<file path="src/sv/sprg_pkg.sv">
// package: types, codes and reset values for the servo pulse ramp generator
`timescale 1ns / 1ps

package sprg_pkg;

	localparam int PULSE_W = 16;
	localparam int SERVOS = 4;
	localparam int SPRG_STEP = 16;

	localparam logic [PULSE_W-1:0] RST_PULSE = 16'd1500;
	localparam logic [PULSE_W-1:0] RST_MIN = 16'd1000;
	localparam logic [PULSE_W-1:0] RST_MAX = 16'd2000;

	typedef enum logic [1:0] {
		ST_STEP = 2'd0,
		ST_FINAL = 2'd1,
		ST_ABORT = 2'd2
	} status_t;

	typedef enum logic [1:0] {
		SG_NONE = 2'd0,
		SG_UP = 2'd1,
		SG_DOWN = 2'd3
	} sign_t;

	typedef enum logic [2:0] {
		REG_MIN_S0 = 3'd0,
		REG_MAX_S0 = 3'd1,
		REG_MIN_S1 = 3'd2,
		REG_MAX_S1 = 3'd3,
		REG_MIN_S2 = 3'd4,
		REG_MAX_S2 = 3'd5,
		REG_MIN_S3 = 3'd6,
		REG_MAX_S3 = 3'd7
	} reg_idx_t;

	localparam int OP_TARGET = 0;
	localparam int OP_TICK = 1;

endpackage

</file>
<file path="src/sv/servo_pulse_ramp_generator_core.sv">
// Servo pulse ramp generator: a target request captures the applied pulses and sets up
// a ramp; every tick then moves each moving servo by STEP, checked against the min/max
// limits, until the final tick applies the targets or a breach aborts. Every request is
// handled in the cycle it is accepted and its result lands in the output register, so
// one request is taken per cycle; in_ready drops only while a result is held and
// out_ready is low. Target requests and ticks without a ramp give no result. Limits must
// be written through cfg_we/cfg_addr/cfg_wdata only while the block is idle; unenforced.
`timescale 1ns / 1ps

module servo_pulse_ramp_generator_core #(
	parameter int STEP = sprg_pkg::SPRG_STEP
) (
	input  logic                          clk,
	input  logic                          arst_n,
	input  logic                          cfg_we,
	input  logic [2:0]                    cfg_addr,
	input  logic [sprg_pkg::PULSE_W-1:0]  cfg_wdata,
	input  logic                          in_valid,
	output logic                          in_ready,
	input  logic                          op,
	input  logic [sprg_pkg::PULSE_W-1:0]  target_s0,
	input  logic [sprg_pkg::PULSE_W-1:0]  target_s1,
	input  logic [sprg_pkg::PULSE_W-1:0]  target_s2,
	input  logic [sprg_pkg::PULSE_W-1:0]  target_s3,
	output logic                          out_valid,
	input  logic                          out_ready,
	output logic [sprg_pkg::PULSE_W-1:0]  pulse_s0,
	output logic [sprg_pkg::PULSE_W-1:0]  pulse_s1,
	output logic [sprg_pkg::PULSE_W-1:0]  pulse_s2,
	output logic [sprg_pkg::PULSE_W-1:0]  pulse_s3,
	output logic [1:0]                    status
);
	import sprg_pkg::*;

	localparam int OFF_W = PULSE_W + $clog2(STEP + 1);
	localparam int PW = OFF_W + 2;

	logic [PULSE_W-1:0] min_q [SERVOS];
	logic [PULSE_W-1:0] max_q [SERVOS];
	logic [PULSE_W-1:0] applied_q [SERVOS];
	logic [PULSE_W-1:0] base_q [SERVOS];
	logic [PULSE_W-1:0] goal_q [SERVOS];
	sign_t              sign_q [SERVOS];
	logic [PULSE_W-1:0] mag_q;
	logic [OFF_W-1:0]   off_q;
	logic               active_q;

	logic               out_valid_q;
	logic [PULSE_W-1:0] res_pulse_q [SERVOS];
	status_t            status_q;

	logic [PULSE_W-1:0] tgt [SERVOS];
	logic signed [PW-1:0] step_p [SERVOS];
	logic [SERVOS-1:0]  bad;
	logic [PULSE_W-1:0] nxt_applied [SERVOS];
	logic [PULSE_W-1:0] nxt_mag;
	logic               take;
	logic               is_tgt;
	logic               produce;
	logic               at_final;
	logic               any_bad;
	status_t            nxt_status;

	assign tgt[0] = target_s0;
	assign tgt[1] = target_s1;
	assign tgt[2] = target_s2;
	assign tgt[3] = target_s3;

	assign in_ready = !out_valid_q || out_ready;
	assign take = in_valid && in_ready;
	assign is_tgt = take && (op == 1'(OP_TARGET));
	assign produce = take && (op == 1'(OP_TICK)) && active_q;

	// final tick once j*STEP + STEP exceeds the highest-numbered moving servo's distance
	assign at_final = (({1'b0, off_q} + (OFF_W+1)'(STEP)) > (OFF_W+1)'(mag_q));

	always_comb begin
		for (int i = 0; i < SERVOS; i++) begin
			case (sign_q[i])
				SG_UP: step_p[i] = $signed(PW'(base_q[i])) + $signed(PW'(off_q));
				SG_DOWN: step_p[i] = $signed(PW'(base_q[i])) - $signed(PW'(off_q));
				default: step_p[i] = $signed(PW'(base_q[i]));
			endcase
			bad[i] = (step_p[i] < $signed(PW'(min_q[i]))) ||
				(step_p[i] > $signed(PW'(max_q[i])));
		end
	end

	assign any_bad = |bad;

	always_comb begin
		nxt_status = ST_STEP;
		for (int i = 0; i < SERVOS; i++) begin
			nxt_applied[i] = applied_q[i];
		end
		if (at_final) begin
			nxt_status = ST_FINAL;
			for (int i = 0; i < SERVOS; i++) begin
				if (sign_q[i] != SG_NONE) begin
					nxt_applied[i] = goal_q[i];
				end
			end
		end else if (any_bad) begin
			nxt_status = ST_ABORT;
		end else begin
			for (int i = 0; i < SERVOS; i++) begin
				nxt_applied[i] = step_p[i][PULSE_W-1:0];
			end
		end
	end

	// ramp length follows the highest-numbered servo that moves
	always_comb begin
		nxt_mag = '0;
		for (int i = 0; i < SERVOS; i++) begin
			if (tgt[i] > applied_q[i]) begin
				nxt_mag = tgt[i] - applied_q[i];
			end else if (tgt[i] < applied_q[i]) begin
				nxt_mag = applied_q[i] - tgt[i];
			end
		end
	end

	always_ff @(posedge clk or negedge arst_n) begin
		if (!arst_n) begin
			for (int i = 0; i < SERVOS; i++) begin
				min_q[i] <= RST_MIN;
				max_q[i] <= RST_MAX;
			end
		end else if (cfg_we) begin
			case (cfg_addr)
				REG_MIN_S0: min_q[0] <= cfg_wdata;
				REG_MAX_S0: max_q[0] <= cfg_wdata;
				REG_MIN_S1: min_q[1] <= cfg_wdata;
				REG_MAX_S1: max_q[1] <= cfg_wdata;
				REG_MIN_S2: min_q[2] <= cfg_wdata;
				REG_MAX_S2: max_q[2] <= cfg_wdata;
				REG_MIN_S3: min_q[3] <= cfg_wdata;
				REG_MAX_S3: max_q[3] <= cfg_wdata;
				default: ;
			endcase
		end
	end

	always_ff @(posedge clk or negedge arst_n) begin
		if (!arst_n) begin
			for (int i = 0; i < SERVOS; i++) begin
				applied_q[i] <= RST_PULSE;
				base_q[i] <= '0;
				goal_q[i] <= '0;
				sign_q[i] <= SG_NONE;
			end
			mag_q <= '0;
			off_q <= '0;
			active_q <= 1'b0;
		end else if (is_tgt) begin
			for (int i = 0; i < SERVOS; i++) begin
				base_q[i] <= applied_q[i];
				goal_q[i] <= tgt[i];
				if (tgt[i] > applied_q[i]) begin
					sign_q[i] <= SG_UP;
				end else if (tgt[i] < applied_q[i]) begin
					sign_q[i] <= SG_DOWN;
				end else begin
					sign_q[i] <= SG_NONE;
				end
			end
			mag_q <= nxt_mag;
			off_q <= '0;
			active_q <= 1'b1;
		end else if (produce) begin
			for (int i = 0; i < SERVOS; i++) begin
				applied_q[i] <= nxt_applied[i];
			end
			if (at_final || any_bad) begin
				active_q <= 1'b0;
			end else begin
				off_q <= off_q + OFF_W'(STEP);
			end
		end
	end

	// result register
	always_ff @(posedge clk or negedge arst_n) begin
		if (!arst_n) begin
			out_valid_q <= 1'b0;
		end else if (in_ready) begin
			out_valid_q <= produce;
		end
	end

	always_ff @(posedge clk) begin
		if (produce) begin
			for (int i = 0; i < SERVOS; i++) begin
				res_pulse_q[i] <= nxt_applied[i];
			end
			status_q <= nxt_status;
		end
	end

	assign out_valid = out_valid_q;
	assign pulse_s0 = res_pulse_q[0];
	assign pulse_s1 = res_pulse_q[1];
	assign pulse_s2 = res_pulse_q[2];
	assign pulse_s3 = res_pulse_q[3];
	assign status = status_q;

`ifndef SYNTHESIS
	a_ready_stall: assert property (@(posedge clk) disable iff (!arst_n)
		!in_ready |-> (out_valid_q && !out_ready))
		else $error("in_ready low without a stalled result");

	a_target_arms: assert property (@(posedge clk) disable iff (!arst_n)
		is_tgt |=> (active_q && (off_q == '0)))
		else $error("target request did not start a ramp");

	a_tick_result: assert property (@(posedge clk) disable iff (!arst_n)
		produce |=> out_valid_q)
		else $error("tick on active ramp gave no result");

	a_status_code: assert property (@(posedge clk) disable iff (!arst_n)
		out_valid_q |-> (status_q == ST_STEP || status_q == ST_FINAL ||
			status_q == ST_ABORT))
		else $error("result carries an unknown status");

	a_end_idle: assert property (@(posedge clk) disable iff (!arst_n)
		(produce && (at_final || any_bad)) |=> !active_q)
		else $error("ramp still active after final or abort");
`endif

endmodule

</file>
<file path="config.mk">
export PLATFORM = sky130hd
export DESIGN_NAME = servo_pulse_ramp_generator_core
export DESIGN_NICKNAME = d
export VERILOG_FILES = /design/src/sv/sprg_pkg.sv /design/src/sv/servo_pulse_ramp_generator_core.sv
export SDC_FILE = /design/constraint.sdc
export NUM_CORES = 1
export LEC_CHECK = 0
export BUFFER_PORTS_ARGS = -buffer_cell sky130_fd_sc_hd__buf_2
export CORE_MARGIN = 4
export CORE_UTILIZATION = 40
export CTS_CLUSTER_DIAMETER = 150
export DETAILED_ROUTE_END_ITERATION = 12
export GPL_TIMING_DRIVEN = 0
export HOLD_SLACK_MARGIN = 0.02
export PLACE_DENSITY_LB_ADDON = 0.1
export SYNTH_ARGS = -nofsm -noshare
export SYNTH_HDL_FRONTEND = slang
export SYNTH_SLANG_ARGS = --single-unit
</file>
<file path="constraint.sdc">
create_clock -name clk -period 13 [get_ports clk]
set_input_delay 1.95 -clock clk [delete_from_list [all_inputs] [get_ports clk]]
set_output_delay 1.95 -clock clk [all_outputs]
set_load 0.01 [all_outputs]
</file>
* Word-level counts from Yosys, hierarchy flattened *
Memory sizes are Yosys's and may differ from the RTL's.
Index checks and enable logic that the tools add are counted.

word-level totals
  register bits after elaboration = 369
  bits in latches = 0
  RAM bits = 64
  bits in read-only memories = 0
  output and inout port bits = 68
  logic and storage cells = 148
  memories = 1

memories
  name         words  width  read ports  clocked after Yosys merged registers in  write ports  line                                   RTL
  res_pulse_q  4      16     4           0                                        4            servo_pulse_ramp_generator_core.sv:49  logic [PULSE_W-1:0] res_pulse_q [SERVOS];

operators by class
  add/subtract/negate cells = 18
  multiply operators = 0
  div/mod/pow operators = 0
  $lt $le $gt $ge = 17
  equal/unequal tests = 16
  shift-type cells = 0
  multiplexer cells = 35
  bitwise operators = 2
  reduce and logical (&&, ||, !) cells = 30

operators by type and width
  kind                                                                    number
  16-bit two-way mux                                                      12
  23-bit one-hot mux with 2 select lines                                  4
  64-bit two-way mux                                                      2
  16-bit subtractor                                                       8
  23-bit by 17-bit greater-than comparator with 1-bit output              4
  23-bit by 17-bit < comparator with 1-bit output                         4
  16-bit by 21-bit adder with 22-bit output                               4
  16-bit by 21-bit subtractor with 22-bit output                          4
  16-bit greater-than comparator                                          4
  16-bit < comparator                                                     4
  21-bit two-way mux                                                      3
  21-bit by 5-bit adder with 22-bit output (second input constant)        1
  22-bit by 16-bit greater-than comparator with 1-bit output              1
  2-bit AND reduction                                                     11
  21-bit by 5-bit adder with 21-bit output (second input constant)        1
  2-bit two-way mux                                                       9
  3-bit equality test (second input constant)                             4
  2-bit nonzero test                                                      6
  2-bit by 1-bit equality test with 1-bit output (second input constant)  4
  2-bit equality test (second input constant)                             4
  3-bit by 2-bit equality test with 1-bit output (second input constant)  2
  1-bit logical OR                                                        6
  1-bit two-way mux                                                       5
  1-bit logical AND                                                       4
  6 further kinds                                                         7

* Longest topological paths before layout *
Gate-level depths: netlist (run 1).

  word-level depth = 9
  mapped depth = 27
  depth with buffers taken out = 25

* Least setup slack after synthesis (run 1) *
No wires, ideal clock.

  path kind = register to register
  from = register off_q[5]
  to = memory res_pulse_q[2][5] (data pin)
  library setup time = 0.277 ns
  arrival = 5.157 ns
  path slack = 7.566 ns
  stages on the path, launching flop included = 24
  buffers on the path = 2
  clock period less this slack = 5.434 ns
  path through = dfrtp_1 -> inv_1 -> ha_1 -> nor2b_1 -> o311a_1 -> o22ai_1 -> o31ai_1 -> a221oi_1 -> nor2_1 -> o31ai_1 -> xor2_1 -> mux2_2 -> ha_1 -> nand3_1 -> or3_1 -> a211oi_1 -> a2111oi_0 -> xor2_1 -> a32oi_1 -> nand4b_4 -> nor4_4 -> buf_4 -> buf_2 -> a221oi_1

RTL lines
  item                    line                                    RTL
  from (decl)             servo_pulse_ramp_generator_core.sv:45   logic [OFF_W-1:0] off_q;
  from (signal assigned)  servo_pulse_ramp_generator_core.sv:178  off_q <= off_q + OFF_W'(STEP);
  to (decl)               servo_pulse_ramp_generator_core.sv:49

==> results of run 1 <==
## flip-flops by register name, indices dropped and copies added (netlist names)
| register | count |
|---|---|
| active_q | 1 |
| applied_q | 64 |
| base_q | 64 |
| goal_q | 64 |
| mag_q | 16 |
| max_q | 64 |
| min_q | 64 |
| off_q | 17 |
| out_valid | 1 |
| res_pulse_q | 64 |
| sign_q | 8 |
| status | 2 |
## worst min path at each step
stage	cells after the start	start	end
floorplan	2	mag_q[3]	mag_q[3]
global placement	2	mag_q[9]	mag_q[9]
detailed placement	2	mag_q[9]	mag_q[9]
CTS	2	mag_q[9]	mag_q[9]
global route	2	mag_q[12]	mag_q[12]
finish	2	mag_q[9]	mag_q[9]
## cell usage after synthesis (16+ instances only)
library cell	count	area share [%]
nand2_1	370	4.2
edfxtp_1	66	6.0
xor2_1	35	0.93
nor2_1	319	3.6
nor2b_1	47	0.89
a221oi_1	69	1.8
o21bai_1	21	0.48
o211ai_1	22	0.50
nand2b_1	44	0.84
a31oi_1	41	0.78
o21a_1	37	0.84
a21oi_1	223	3.4
a221oi_2	40	1.8
o21ai_0	360	5.5
ha_1	365	14
inv_1	395	4.5
nor3_1	70	1.1
mux2_2	73	2.5
nand3_1	54	0.82
a211oi_1	56	1.3
or3_1	18	0.34
xnor2_1	60	1.6
clkbuf_1	146	1.7
buf_2	29	0.44
nand4_1	41	0.78
dfstp_2	76	6.1
mux2i_1	32	0.97
o22ai_1	16	0.30
dfrtp_1	287	22
o31ai_1	26	0.59
a21o_1	91	2.1
## stage by stage
stage	setup slack [ns]	instances	hold WS (ns)	cell area [um2]
after floorplan	7.57	3826	0.441	33000
after global placement	2.07	5038	0.463	35000
after detailed placement	3.91	5043	0.467	35200
after CTS	3.86	5145	0.480	37100
after global routing	3.54	5145	0.512	37100
final	3.92	5145	0.488	37100
## where the power goes
part | switching (W) | internal, W | leakage, nW
Combinational | 0.00207 | 0.00114 | 11.5
Clock | 0.000655 | 0.000951 | 0.896
Sequential | 0.000210 | 0.00168 | 4.81
Total | 0.00294 | 0.00377 | 17.2
## cell type report
class / instances / area, um2
well taps: 1060 / 1330
plain buffers: 202 / 856
flip-flops and latches: 429 / 11200
multi-input cells: 2800 / 19500
repair buffers: 157 / 908
inverters: 395 / 1490
fillers: 8099 / 44000
clock buffers: 68 / 1450
clock inverters: 34 / 397
## critical path: stages, from the launching register on
cell and delay (ns):
dfrtp_1 0.85, inv_1 0.58, ha_1 0.49, o21ai_0 0.37, o21ai_0 0.17, o21a_1 0.18
a21oi_1 0.20, o21ai_0 0.12, a21oi_1 0.14, mux2i_1 0.10, xnor2_1 0.28, nand2_1 0.08
o21ai_0 0.29, inv_1 0.15, ha_1 0.33, a21oi_1 0.16, nor2b_1 0.06, o21ai_0 0.15
nand2b_1 0.07, a2111oi_0 1.04, xor2_1 0.20, a32oi_1 0.36, nand4b_4 0.19, nor4_4 0.96
buf_4 0.46, buf_2 0.45, a221oi_1 0.24
## per-layer routing
layer | vias up | part of all wire, % | routed length (um) | global-route usage, %
li1 | 14000 | - | - | -
met1 | 14700 | 46 | 60400 | 42.7
met2 | 996 | 44 | 56700 | 45.5
met3 | 190 | 6.4 | 8260 | 3.78
met4 | 0 | 3.5 | 4550 | 9.04
met5 | - | 0 | 0 | 0
## cell families (layout without fill, tap and decap cells)
family | count (synthesis) | after routing
multiplexers | 105 | 105
AO/OA/AOI/OAI | 1159 | 1159
buffers and inverters | 597 | 856
adder cells (fa/ha/maj) | 373 | 373
XOR/XNOR | 95 | 95
AND/OR/NAND/NOR | 1060 | 1060
flip-flops | 429 | 429
other | 2 | 8
==> results.py, run 1 <==
metrics = {
    "cts": {
        "path_clk_slew_ns": 0.06,
        "hold_buffers": 0,
        "clockBufferDepth": 3,
        "cts_tree": "done",
        "cts.sinks": 429,
        "postCtsSetupBuffers": 0,
        "cts-buffers-inserted": 54,
        "ctsRootBufferMaster": "clkbuf_16",
        "clk_latency_ns": 0.64,
        "h-tree-depth": 2,
        "cts_resized": 0,
    },
    "placed_design": {
        "portBuffers": 152,
        "dpl.hpwl_mm": 102,
        "gp_congestion": 0.969,
    },
    "critical_path": {
        "startpoint_type": "register",
        "setup.worst_path.start": "off_q[4]",
        "crit_type": "reg -> reg",
        "arrival_ns": 9.38,
        "end_kind": "register",
        "r2r_end": "res_pulse_q[0][14]",
        "worstRegToRegCells": 26,
        "r2r_slack_ns": 3.92,
        "cp_max_fo": 10,
        "r2r_start": "off_q[4]",
        "endpoint": "res_pulse_q[0][14]",
        "crit_required_ns": 13.30,
    },
    "timing": {
        "worst_pin_slew_ns": 1.52,
        "drv_slew": 5,
        "rsz0062_at_grt": "false",
        "fmaxAchievable_mhz": 110,
        "tns_ns": 0,
        "hold_viol": 0,
        "relSlewSlack_pct": -2.18,
        "setup_viol": 0,
        "finalCritPeriodShare_pct": 69.9,
        "worst_clock_skew_ns": 0.0402,
        "min_period_ns": 9.08,
    },
    "routing": {
        "drc": 0,
        "wl_mm": 130,
        "viasPerCell": 5.81,
        "first_pass_iters": 5,
        "wl_per_cell_um": 25.3,
        "antenna_left": 0,
        "first_iter_violations": 2870,
        "vias": 29900,
    },
    "run": {
        "max-cap-violations": 2,
    },
    "global_routing": {
        "gr-total-overflow": 0,
        "grt_first_pass_wirelength_mm": 191,
        "track_usage_pct": 29.3,
        "antenna_found_initial": 4,
        "grt_max_degree": 90,
        "grt_pass1_vias": 28700,
    },
    "layout": {
        "drive_above_1_share_pct": 12.8,
        "layout_commonest_cell": "inv_1",
        "layout-area-overhead-vs-synth_pct": 12.5,
        "utilization_pct": 45.7,
        "nets": 4501,
        "layout_common_cells": "inv_1, nand2_1, ha_1, o21ai_0, nor2_1",
        "diodes": 0,
    },
    "synth": {
        "synth_simple_gate_area_share_pct": 14.9,
        "synth_warnings": 0,
        "netlist_area_mm2": 0.0329,
        "synth_edf_count": 66,
        "yosys_register_bits": 429,
        "ys_types": 99,
        "synth_mux_area_share_pct": 3.47,
        "syn_area_per_cell_um2": 8.62,
        "yosysSeqAreaShare_pct": 33.9,
        "async_reset_ff_share_pct": 84.6,
        "ys.flop_type": "dfrtp_1",
        "synth_top_family_by_area": "compound AO/OA/AOI/OAI gates",
        "synth_xor_xnor_area_share_pct": 2.53,
        "synthAdderAreaFrac_pct": 14.4,
        "syn_inst": 3820,
        "synth_compound_area_share_pct": 23.8,
    },
    "die": {
        "core_area_mm2": 0.0811,
        "rows": 104,
        "fp.dieH_um": 295,
        "start_util_pct": 40.6,
        "die_w_um": 295,
        "boundaryPins": 157,
        "die_area_mm2": 0.0870,
    },
    "pwr": {
        "ir_drop_mv": 0.147,
        "powerDensity_mw_per_mm2": 181,
        "finalPower_w": 0.00671,
        "leakage_nw": 17.2,
    },
    "min_path": {
        "hp-class": "reg -> reg",
    },
    "run_status": {
        "violations": "max-capacitance violations, max-slew violations",
        "status": "complete, but fails checks",
    },
}
Power figures use the tool's default switching activity.
==> run 2, diff against run 1 <==
clock period = 8.95 ns   (was 13 ns; I/O delays follow)
==> run 2 against run 1 <==
The run still ends with max-capacitance violations, max-slew violations left. Cell count hardly changed. Hold slack worse by 0.0022 ns. Clock skew decreased by 0.0058 ns. Register-to-register slack got worse by 3.6 ns. Die area is the same. Combinational power up 45%. Worst setup slack worse by 3.6 ns. Total power is 45% higher. Cell area grew 0.15%. Sequential share of layout area hardly changed. Largest power group unchanged. Flip-flop and latch count unchanged. Global-route usage stayed put.
==> results.py, run 2 (synthesis gave the netlist of run 1 again) <==
metrics = {
    "timing": {
        "finalCritPeriodShare_pct": 96.4,
        "min_period_ns": 8.63,
        "setup_viol": 0,
        "fmaxAchievable_mhz": 116,
        "tns_ns": 0,
        "drv_slew": 5,
        "worst_clock_skew_ns": 0.0343,
        "hold_viol": 0,
        "relSlewSlack_pct": -1.46,
        "rsz0062_at_grt": "false",
        "whs_ns": 0.486,
        "worst_pin_slew_ns": 1.51,
    },
    "global_routing": {
        "grt_max_degree": 90,
        "grt_pass1_vias": 28700,
        "grt_first_pass_wirelength_mm": 191,
        "antenna_found_initial": 4,
        "track_usage_pct": 29.3,
        "gr-total-overflow": 0,
    },
    "critical_path": {
        "crit_slowest_cell": "dfrtp_1",
        "cp_max_fo": 10,
        "cp_common_cell": "o21ai_0",
        "cp.buffers_inverters": 5,
        "max_stage_delay_ns": 0.86,
        "end_kind": "register",
        "worst-path-stages": 25,
        "path_delay_family": "compound AO/OA/AOI/OAI gates",
        "crit_type": "reg -> reg",
        "crit_required_ns": 9.25,
        "arrival_ns": 8.93,
        "worstRegToRegCells": 25,
        "startpoint_type": "register",
    },
    "cts": {
        "h-tree-depth": 2,
        "cts-buffers-inserted": 54,
        "clk_latency_ns": 0.64,
        "ctsRootBufferMaster": "clkbuf_16",
        "cts.sinks": 429,
        "cts_tree": "done",
        "path_clk_slew_ns": 0.06,
        "clockBufferDepth": 3,
        "hold_buffers": 0,
    },
    "die": {
        "die_area_mm2": 0.0870,
        "core_area_mm2": 0.0811,
        "die_w_um": 295,
        "boundaryPins": 157,
        "fp.dieH_um": 295,
        "start_util_pct": 40.6,
        "rows": 104,
    },
    "placed_design": {
        "place_inst": 5043,
        "dpl.hpwl_mm": 102,
        "gp_congestion": 0.969,
        "portBuffers": 152,
    },
    "pwr": {
        "powerDensity_mw_per_mm2": 263,
        "seq_power_share_pct": 28.2,
        "p_int_w": 0.00548,
        "power.switching_w": 0.00427,
        "finalPower_w": 0.00975,
        "leakage_nw": 17.2,
        "combPwrFrac_pct": 47.9,
        "sw_frac_of_total_pct": 43.8,
        "ir_drop_mv": 0.213,
        "clockPowerShare_pct": 23.9,
    },
    "routing": {
        "wl_per_cell_um": 25.2,
        "top_layer": "met4",
        "viasPerCell": 5.80,
        "dr_wl_met3_mm": 8.41,
        "first_iter_violations": 2832,
        "first_pass_iters": 6,
        "vias": 29900,
        "wl_met2_mm": 56.7,
        "drc": 0,
        "wl_mm": 130,
        "antenna_left": 0,
        "wl_met1_mm": 60.4,
    },
    "layout": {
        "utilization_pct": 45.8,
        "instances_no_fill": 5149,
        "nets": 4505,
        "layout_commonest_cell": "inv_1",
        "layout_common_cells": "inv_1, nand2_1, ha_1, o21ai_0, nor2_1",
        "diodes": 0,
        "layout-area-overhead-vs-synth_pct": 12.7,
        "fillers": 8095,
        "drive_above_1_share_pct": 12.9,
    },
    "min_path": {
        "hold_depth": 2,
        "hp-class": "reg -> reg",
    },
    "run_status": {
        "violations": "max-capacitance violations, max-slew violations",
        "status": "complete, but fails checks",
    },
    "run": {
        "max-cap-violations": 3,
    },
}
-- run 2: repair_timing --
| item | in CTS | in global routing |
|---|---|---|
| buffers inserted | 0 | 4 |
| resized for setup | 1 | 0 |
| pin swaps | 0 | 2 |
| setup endpoints to repair | 20 | 51 |
| gates cloned | 0 | 0 |
-- run 2: path summary, 6_finish.rpt --
path	end	slack [ns]	from
max in group asynchronous	max_q[20]	6.62	arst_n
worst min-delay path	mag_q[9]	0.49	mag_q[9]
worst max-delay path	res_pulse_q[0][14]	0.32	off_q[4]
worst min register to register	mag_q[9]	0.49	mag_q[9]
min in group asynchronous	goal_q[40]	0.64	arst_n
worst max register to register	res_pulse_q[0][14]	0.32	off_q[4]
-- run 2: metal layers --
metal / global-route usage [%] / up-vias
met5: 0 / -
met1: 42.7 / 14600
met4: 9.04 / 0
met3: 3.78 / 182
met2: 45.5 / 1062
li1: - / 14000
-- run 2: worst register-to-register path, cell delays in order, from the launching register on --
cell	delay, ns
dfrtp_1	0.86
inv_1	0.59
ha_1	0.50
o21ai_0	0.41
o21ai_0	0.23
a31oi_1	0.38
nor2b_1	0.08
o21ai_0	0.16
o21ai_0	0.14
xnor2_1	0.17
nor2_1	0.05
a21oi_1	0.80
inv_1	0.27
ha_1	0.37
nand2_1	0.06
o21ai_0	0.17
a21oi_1	0.10
o31ai_1	0.35
o2111ai_1	0.23
nor4_1	0.49
nand2_1	0.28
nor4_4	0.36
buf_12	0.19
buf_4	0.33
buf_2	0.46
a221oi_1	0.26
-- run 2: power groups by stage --
| stage | clock [W] | combinational (W) | sequential, W |
|---|---|---|---|
| after global placement | 0 | 0.00454 | 0.00276 |
| after detailed placement | 0 | 0.00455 | 0.00276 |
| after global routing | 0.00245 | 0.00513 | 0.00278 |
| after CTS | 0.00237 | 0.00459 | 0.00273 |
| final | 0.00233 | 0.00467 | 0.00275 |
| after floorplan | 0 | 0.00310 | 0.00265 |
-- run 2: cell type report --
type	count	area (um2)	area share, %
Buffer	202	856	2.31
Clock buffer	68	1450	3.92
Clock inverter	34	397	1.07
Inverter	395	1490	4.00
Multi-Input combinational cell	2800	19500	52.5
Sequential cell	429	11200	30.1
Tap cell	1060	1330	3.57
Timing Repair Buffer	161	963	2.60
-- run 2: per-stage QoR --
step                setup WS (ns)  area, um2
floorplan                    3.52      33000
global placement            -1.37      35000
detailed placement         -0.145      35200
CTS                        0.0980      37100
global route                0.179      37100
finish                      0.319      37100
